===== config.mk =====
export PLATFORM = sky130hd
export DESIGN_NAME = idle_gap_frame_receiver_unit
export DESIGN_NICKNAME = d
export VERILOG_FILES = /design/src/igfr_pkg.sv /design/src/igfr_ram.sv /design/src/idle_gap_frame_receiver_unit.sv
export SDC_FILE = /design/constraint.sdc
export NUM_CORES = 1
export LEC_CHECK = 0
export BUFFER_PORTS_ARGS = -buffer_cell sky130_fd_sc_hd__buf_2
export CAP_MARGIN = 20
export CELL_PAD_IN_SITES_DETAIL_PLACEMENT = 0
export CELL_PAD_IN_SITES_GLOBAL_PLACEMENT = 1
export CORE_ASPECT_RATIO = 0.5
export CORE_MARGIN = 2
export CORE_UTILIZATION = 55
export DETAILED_ROUTE_END_ITERATION = 10
export PLACE_DENSITY = 0.89
export SYNTH_ARGS = -nofsm -noshare
export SYNTH_HDL_FRONTEND = slang
export SYNTH_SLANG_ARGS = --single-unit

===== constraint.sdc =====
create_clock -name clk -period 5.7 [get_ports clk]
set_input_delay 0 -clock clk [delete_from_list [all_inputs] [get_ports clk]]
set_output_delay 0 -clock clk [all_outputs]
set_load 0.02 [all_outputs]

===== src/igfr_pkg.sv =====
package igfr_pkg;

  // Frame store geometry
  localparam int FRAME_DEPTH = 64;
  localparam int ADDR_W      = $clog2(FRAME_DEPTH);
  localparam int CNT_W       = $clog2(FRAME_DEPTH + 1);

  // Fixed field widths
  localparam int BYTE_W  = 8;
  localparam int LEN_W   = 7;
  localparam int TICKS_W = 8;
  localparam int OUT_W   = 16;

  localparam logic [TICKS_W-1:0] IDLE_TICKS_RESET = 8'd4;
  localparam logic [CNT_W-1:0]   FULL_CNT         = CNT_W'(FRAME_DEPTH);

  // Item kind carried on in_tuser
  localparam logic OP_BYTE = 1'b0;
  localparam logic OP_TICK = 1'b1;

  typedef enum logic {
    ST_COLLECT,
    ST_DRAIN
  } state_t;

endpackage


===== src/igfr_ram.sv =====
module igfr_ram #(
  parameter int WIDTH = 8,
  parameter int DEPTH = 64
) (
  input  logic                     clk,
  input  logic                     wr_en,
  input  logic [$clog2(DEPTH)-1:0] wr_addr,
  input  logic [WIDTH-1:0]         wr_data,
  input  logic                     rd_en,
  input  logic [$clog2(DEPTH)-1:0] rd_addr,
  output logic [WIDTH-1:0]         rd_data
);

  logic [WIDTH-1:0] mem [DEPTH];

  always_ff @(posedge clk) begin
    if (wr_en) begin
      mem[wr_addr] <= wr_data;
    end
    if (rd_en) begin
      rd_data <= mem[rd_addr];
    end
  end

endmodule


===== src/idle_gap_frame_receiver_unit.sv =====
// Idle-gap frame receiver.
// Input stream: each beat is either a received byte (in_tuser = 0, byte in
// in_tdata) or one time tick (in_tuser = 1). Bytes are written in order into
// a 64-entry frame store; every byte reloads the idle countdown from the
// cfg register (0 acts as 1). Bytes beyond a full store are dropped but still
// reload the countdown. Ticks count the countdown down; when it hits zero the
// frame is closed and read out.
// Output stream: one beat per stored byte, in arrival order, with the frame
// length in out_tdata[14:8] and out_tlast on the final byte.
// Timing: byte and tick beats are taken back to back while collecting. A closing
// tick starts the readout, which walks the store through the RAM read port
// one byte per cycle while out_tready stays high: the closing tick moves the FSM
// to drain, a read is issued from the read index, and its data is registered
// into the output queue. in_tready is low from the closing tick until the last
// byte is taken, so the input waits for the whole readout of a frame.
// Stall: a two-entry output queue (output register plus skid) absorbs the
// registered RAM read; reads are only issued when a slot is guaranteed,
// so out_tready can drop at any time without loss.
// Reset: fill count, countdown and readout control clear; cfg returns to 4.
// The store itself is not cleared; only written entries are ever read.
module idle_gap_frame_receiver_unit (
  input  logic                        clk,
  input  logic                        rst_n,
  // input stream
  input  logic                        in_tvalid,
  output logic                        in_tready,
  input  logic [7:0]                  in_tdata,   // [7:0] rx_byte
  input  logic                        in_tuser,   // [0] op
  // result stream
  output logic                        out_tvalid,
  input  logic                        out_tready,
  output logic [15:0]                 out_tdata,  // [7:0] frame_byte, [14:8] frame_length
  output logic                        out_tlast,  // last
  // config
  input  logic                        cfg_wr_en,
  input  logic [7:0]                  cfg_wr_data // idle_ticks
);

  igfr_pkg::state_t state_r, state_nxt;

  logic [igfr_pkg::TICKS_W-1:0] idle_ticks_r;
  logic [igfr_pkg::TICKS_W-1:0] countdown_r, countdown_nxt;
  logic [igfr_pkg::CNT_W-1:0]   fill_r, fill_nxt;
  logic [igfr_pkg::CNT_W-1:0]   len_r, len_nxt;
  logic [igfr_pkg::CNT_W-1:0]   rd_idx_r, rd_idx_nxt;

  // read in flight, and its last flag
  logic rd_pend_r;
  logic rd_pend_last_r;

  // output queue: head register and skid entry
  logic                         head_valid_r, head_valid_nxt;
  logic [igfr_pkg::BYTE_W-1:0]  head_byte_r, head_byte_nxt;
  logic                         head_last_r, head_last_nxt;
  logic                         skid_valid_r, skid_valid_nxt;
  logic [igfr_pkg::BYTE_W-1:0]  skid_byte_r, skid_byte_nxt;
  logic                         skid_last_r, skid_last_nxt;

  logic                        accept;
  logic                        is_byte;
  logic                        is_tick;
  logic                        frame_close;
  logic                        drain_active;
  logic                        pop;
  logic                        push;
  logic [1:0]                  occ_pend;
  logic                        slot_free;
  logic                        issue;
  logic                        issue_last;
  logic                        wr_en;
  logic [igfr_pkg::BYTE_W-1:0] rd_data;

  assign accept  = in_tvalid && in_tready;
  assign is_byte = accept && (in_tuser == igfr_pkg::OP_BYTE);
  assign is_tick = accept && (in_tuser == igfr_pkg::OP_TICK);

  // Countdown expires on this tick; an empty store gives no frame.
  assign frame_close = is_tick && (countdown_r == igfr_pkg::TICKS_W'(1))
                       && (fill_r != '0);

  assign wr_en = is_byte && (fill_r < igfr_pkg::FULL_CNT);

  // ---------------------------------------------------------------
  // FSM: next state
  // ---------------------------------------------------------------
  always_comb begin
    state_nxt = state_r;
    unique case (state_r)
      igfr_pkg::ST_COLLECT: begin
        if (frame_close) begin
          state_nxt = igfr_pkg::ST_DRAIN;
        end
      end
      igfr_pkg::ST_DRAIN: begin
        if (pop && head_last_r) begin
          state_nxt = igfr_pkg::ST_COLLECT;
        end
      end
      default: state_nxt = igfr_pkg::ST_COLLECT;
    endcase
  end

  // FSM: outputs
  always_comb begin
    in_tready    = 1'b0;
    drain_active = 1'b0;
    unique case (state_r)
      igfr_pkg::ST_COLLECT: in_tready    = 1'b1;
      igfr_pkg::ST_DRAIN:   drain_active = 1'b1;
      default: begin
        in_tready    = 1'b0;
        drain_active = 1'b0;
      end
    endcase
  end

  // ---------------------------------------------------------------
  // Collect side: fill count, countdown, frame length capture
  // ---------------------------------------------------------------
  always_comb begin
    fill_nxt      = fill_r;
    countdown_nxt = countdown_r;
    len_nxt       = len_r;
    if (is_byte) begin
      if (wr_en) begin
        fill_nxt = igfr_pkg::CNT_W'(fill_r + 1'b1);
      end
      countdown_nxt = (idle_ticks_r == '0) ? igfr_pkg::TICKS_W'(1) : idle_ticks_r;
    end else if (is_tick && (countdown_r != '0)) begin
      countdown_nxt = igfr_pkg::TICKS_W'(countdown_r - 1'b1);
      if (countdown_r == igfr_pkg::TICKS_W'(1)) begin
        fill_nxt = '0;
        len_nxt  = fill_r;
      end
    end
  end

  // ---------------------------------------------------------------
  // Readout: issue reads only when the output queue has room for them
  // ---------------------------------------------------------------
  assign pop  = head_valid_r && out_tready;
  assign push = rd_pend_r;

  assign occ_pend  = 2'({1'b0, head_valid_r}) + 2'({1'b0, skid_valid_r})
                   + 2'({1'b0, rd_pend_r});
  assign slot_free = (occ_pend == 2'd0) || (occ_pend == 2'd1)
                     || (pop && (occ_pend == 2'd2));

  assign issue      = drain_active && (rd_idx_r != len_r) && slot_free;
  assign issue_last = (rd_idx_r == igfr_pkg::CNT_W'(len_r - 1'b1));

  always_comb begin
    rd_idx_nxt = rd_idx_r;
    if (frame_close) begin
      rd_idx_nxt = '0;
    end else if (issue) begin
      rd_idx_nxt = igfr_pkg::CNT_W'(rd_idx_r + 1'b1);
    end
  end

  // Output queue update
  always_comb begin
    head_valid_nxt = head_valid_r;
    head_byte_nxt  = head_byte_r;
    head_last_nxt  = head_last_r;
    skid_valid_nxt = skid_valid_r;
    skid_byte_nxt  = skid_byte_r;
    skid_last_nxt  = skid_last_r;
    if (!head_valid_r || pop) begin
      if (skid_valid_r) begin
        head_valid_nxt = 1'b1;
        head_byte_nxt  = skid_byte_r;
        head_last_nxt  = skid_last_r;
        skid_valid_nxt = push;
        skid_byte_nxt  = rd_data;
        skid_last_nxt  = rd_pend_last_r;
      end else begin
        head_valid_nxt = push;
        head_byte_nxt  = rd_data;
        head_last_nxt  = rd_pend_last_r;
      end
    end else if (push) begin
      skid_valid_nxt = 1'b1;
      skid_byte_nxt  = rd_data;
      skid_last_nxt  = rd_pend_last_r;
    end
  end

  // ---------------------------------------------------------------
  // Registers
  // ---------------------------------------------------------------
  always_ff @(posedge clk) begin
    if (!rst_n) begin
      state_r      <= igfr_pkg::ST_COLLECT;
      idle_ticks_r <= igfr_pkg::IDLE_TICKS_RESET;
      countdown_r  <= '0;
      fill_r       <= '0;
      len_r        <= '0;
      rd_idx_r     <= '0;
      rd_pend_r    <= 1'b0;
      head_valid_r <= 1'b0;
      skid_valid_r <= 1'b0;
    end else begin
      state_r      <= state_nxt;
      if (cfg_wr_en) begin
        idle_ticks_r <= cfg_wr_data;
      end
      countdown_r  <= countdown_nxt;
      fill_r       <= fill_nxt;
      len_r        <= len_nxt;
      rd_idx_r     <= rd_idx_nxt;
      rd_pend_r    <= issue;
      head_valid_r <= head_valid_nxt;
      skid_valid_r <= skid_valid_nxt;
    end
  end

  // payload, no reset
  always_ff @(posedge clk) begin
    rd_pend_last_r <= issue_last;
    head_byte_r    <= head_byte_nxt;
    head_last_r    <= head_last_nxt;
    skid_byte_r    <= skid_byte_nxt;
    skid_last_r    <= skid_last_nxt;
  end

  // Frame store. Writes only while collecting, reads only while draining,
  // so the ports never touch the same entry in the same cycle.
  igfr_ram #(
    .WIDTH (igfr_pkg::BYTE_W),
    .DEPTH (igfr_pkg::FRAME_DEPTH)
  ) u_store (
    .clk     (clk),
    .wr_en   (wr_en),
    .wr_addr (fill_r[igfr_pkg::ADDR_W-1:0]),
    .wr_data (in_tdata),
    .rd_en   (issue),
    .rd_addr (rd_idx_r[igfr_pkg::ADDR_W-1:0]),
    .rd_data (rd_data)
  );

  assign out_tvalid = head_valid_r;
  assign out_tdata  = {1'b0, igfr_pkg::LEN_W'(len_r), head_byte_r};
  assign out_tlast  = head_last_r;

endmodule


==> results.json <==
{
  "outcome": "finished, final reports clean",
  "ys_seq_area_frac": 0.7306,
  "min_period_ps": 3300,
  "finalWirelength_um": 51720,
  "hpwlAfterDp_um": 30610,
  "n_antenna_cell": 0,
  "numPortBuffers": 39,
  "critPathMostFrequentCell": "mux2i_1",
  "synthArstFlopShare": 0,
  "synth_cells": 1234,
  "place_congestion": 0.8979,
  "antenna_left": 0,
  "die_h_um": 149.4,
  "fin_hold_ws_ps": 56.39,
  "worstSkewPairLatency_ps": 590,
  "fin_crit_sh": 0.5790,
  "cts_buffers": 50,
  "cp.arrival_ps": 3600,
  "grt_first_pass_wirelength_um": 77290,
  "p_total_mw": 8.281,
  "fin_nets": 1342,
  "ys_top_cells_by_area": "edfxtp_1 69%, mux4_2 8.7%, dfxtp_1 3.6%, mux2i_1 2.7%, mux4_1 2.1%",
  "path_cells": "buf_4 -> mux4_2 -> mux2i_1 -> mux2i_1 -> o21ai_0 -> a21oi_1",
  "finalClockSkew_ps": 16.92,
  "cts_tree": "built",
  "max_slew_margin": 0.2301,
  "clkSinkCount": 580,
  "fmax_mhz": 303.0,
  "dieArea_um2": 44060,
  "area_growth_pct": 11.58,
  "cts-root-buf": "clkbuf_16",
  "design.core.area_um2": 41840,
  "ctsResizeCount": 0,
  "grt_pass1_vias": 12070,
  "nFillCells": 2768,
  "max-cap-violations": 0,
  "worstSetupPathType": "register to register",
  "yosysMostFrequentCell": "edfxtp_1",
  "hold_violations": 0,
  "drt_first_pass_iters": 5,
  "p_per_area_nw_per_um2": 319.0,
  "gr-usage-all-layers": 0.2391,
  "multiInputGateArea_um2": 5794,
  "vdd_drop_max_mv": 0.2123,
  "endpoint_kind": "register",
  "cts_hold_buf": 31,
  "setup_viol": 0,
  "slowest_delay_ps": 930,
  "tns_ps": 0,
  "final_util": 0.6204,
  "hold_path_class": "input pin to register",
  "cp_max_fo": 52,
  "drv_slew": 0,
  "drc_errors": 0,
  "dpl-instance-area_um2": 23910,
  "syn_avg_cell_area_um2": 18.85,
  "tightest_slew_ps": 1152,
  "final-seq-area_um2": 17010,
  "drive_gt1_frac": 0.2018,
  "vias": 12330,
  "antenna_found_initial": 0,
  "crit_slowest_cell": "dfxtp_4",
  "grt_setup_unrepaired": "false",
  "post_drt_wl_per_cell_um": 26.80,
  "clockBufferDepth": 3,
  "synth-edff-count": 538,
  "overflow": 0,
  "grt_max_degree": 69,
  "rows": 53,
  "synth_cell_types": 68,
  "synth_top_area_share": 0.6944,
  "required_ps": 6000,
  "yosys_most_used_dff": "edfxtp_1",
  "synth_nets": 1264,
  "final_area_um2": 25960,
  "initial_core_util": 0.5560,
  "clkTransAtPathRegs_ps": 60,
  "synth-seq-cells": 580,
  "detail_route.iter0.violations": 1676,
  "cp_top_family": "multiplexers",
  "syn-cell-area_um2": 23260,
  "fp.dieW_um": 294.9,
  "yosysWarningCount": 0,
  "cts_htree_levels": 2,
  "synth.largest_area_cell": "edfxtp_1",
  "leakage_nw": 7.987,
  "crit_buf_inv": 1,
  "via_per_inst": 6.386,
  "ys_top_cells_by_count": "538 x edfxtp_1, 102 x nor2_1, 90 x mux4_2, 63 x mux2i_1, 42 x dfxtp_1",
  "cts_setup_buffers": 0,
  "ioPinCount": 41,
  "cp-start-kind": "register"
}
[final cells by class]
| type | instances | share of cell area |
|---|---|---|
| Clock inverter | 32 | 0.01253 |
| Multi-Input combinational cell | 572 | 0.2232 |
| Timing Repair Buffer | 91 | 0.02815 |
| Tap cell | 577 | 0.02781 |
| Clock buffer | 61 | 0.05061 |
| Inverter | 17 | 0.002458 |
| Sequential cell | 580 | 0.6552 |
[power breakdown]
part / switching (mW) / internal [mW]
clock network: 1.50 / 1.92
registers: 0.0136 / 4.65
logic: 0.127 / 0.0627
total: 1.64 / 6.64
[logic make-up (layout without fill, tap and decap cells)]
family / Yosys count / in the layout / synth area share
flops: 580 / 580 / 0.7306
other cells: 1 / 1 / 0.0001612
xor+xnor: 24 / 24 / 0.009842
compound gates: 122 / 122 / 0.03668
fa+ha+maj: 8 / 8 / 0.004625
simple gates: 205 / 205 / 0.04270
mux: 212 / 212 / 0.1550
buf+inv: 82 / 201 / 0.02038
[sequential cells by signal, summed over array words and instances (netlist names)]
register and cells:
u_store.mem 512, countdown_r 8, head_byte_r 8, idle_ticks_r 8, skid_byte_r 8, u_store.rd_data 8
fill_r 7, len_r 7, rd_idx_r 7, out_tlast 1, out_tvalid 1, push 1
rd_pend_last_r 1, skid_last_r 1, skid_valid_r 1, state_r 1
[final timing paths]
path | cells after the start | endpoint | startpoint | slack (ps)
hold / removal | 1 | u_store.mem[29][1]$_DFFE_PP_ | in_tdata[1] | 60
hold reg to reg | 0 | skid_last_r$_DFFE_PP_ | rd_pend_last_r$_DFF_P_ | 460
setup / recovery | 6 | u_store.rd_data[2]$_DFFE_PP_ | rd_idx_r[1]$_SDFFE_PP0P_ | 2400
setup reg to reg | 6 | u_store.rd_data[2]$_DFFE_PP_ | rd_idx_r[1]$_SDFFE_PP0P_ | 2400
[worst register-to-register path, delay by kind of cell, from the launching register on]
kind / cells / cell delay [ps]
AOI/OAI and AO/OA: 2 / 530
buffers and inverters: 1 / 560
DFF: 1 / 930
muxes: 3 / 1010
[placed cells by master (no fill, tap or decap), types with 8 or more instances in the layout]
| cell type | instances |
|---|---|
| edfxtp_1 | 538 |
| nor2_1 | 102 |
| mux4_2 | 90 |
| mux2i_1 | 63 |
| clkbuf_16 | 51 |
| mux2_2 | 40 |
| buf_2 | 40 |
| dfxtp_1 | 38 |
| dlygate4sd3_1 | 34 |
| nand2_1 | 26 |
| a21oi_1 | 25 |
| mux4_1 | 19 |
| nand3_1 | 18 |
| o21ai_0 | 18 |
| inv_1 | 17 |
| nor2b_1 | 16 |
| a22oi_1 | 16 |
| xor2_1 | 12 |
| clkinv_1 | 12 |
| buf_4 | 12 |
| xnor2_1 | 11 |
| a221o_1 | 10 |
| clkbuf_1 | 10 |
| clkinv_2 | 8 |
[through the flow]
| step | cells | setup slack (ps) |
|---|---|---|
| global route | 1930 | 2263 |
| detailed placement | 1799 | 2515 |
| CTS | 1923 | 2469 |
| floorplan | 1234 | 3065 |
| global placement | 1798 | 2478 |
| finish | 1930 | 2400 |
[metal layers]
layer / routed length [um] / global-route usage / vias to the layer above
li1: - / - / 5132
met3: 5825 / 0.04812 / 81
met2: 24260 / 0.3789 / 806
met5: 0 / 0 / -
met1: 20650 / 0.3464 / 6306
met4: 987 / 0.05944 / 0
(Power assumes the default switching activity.)
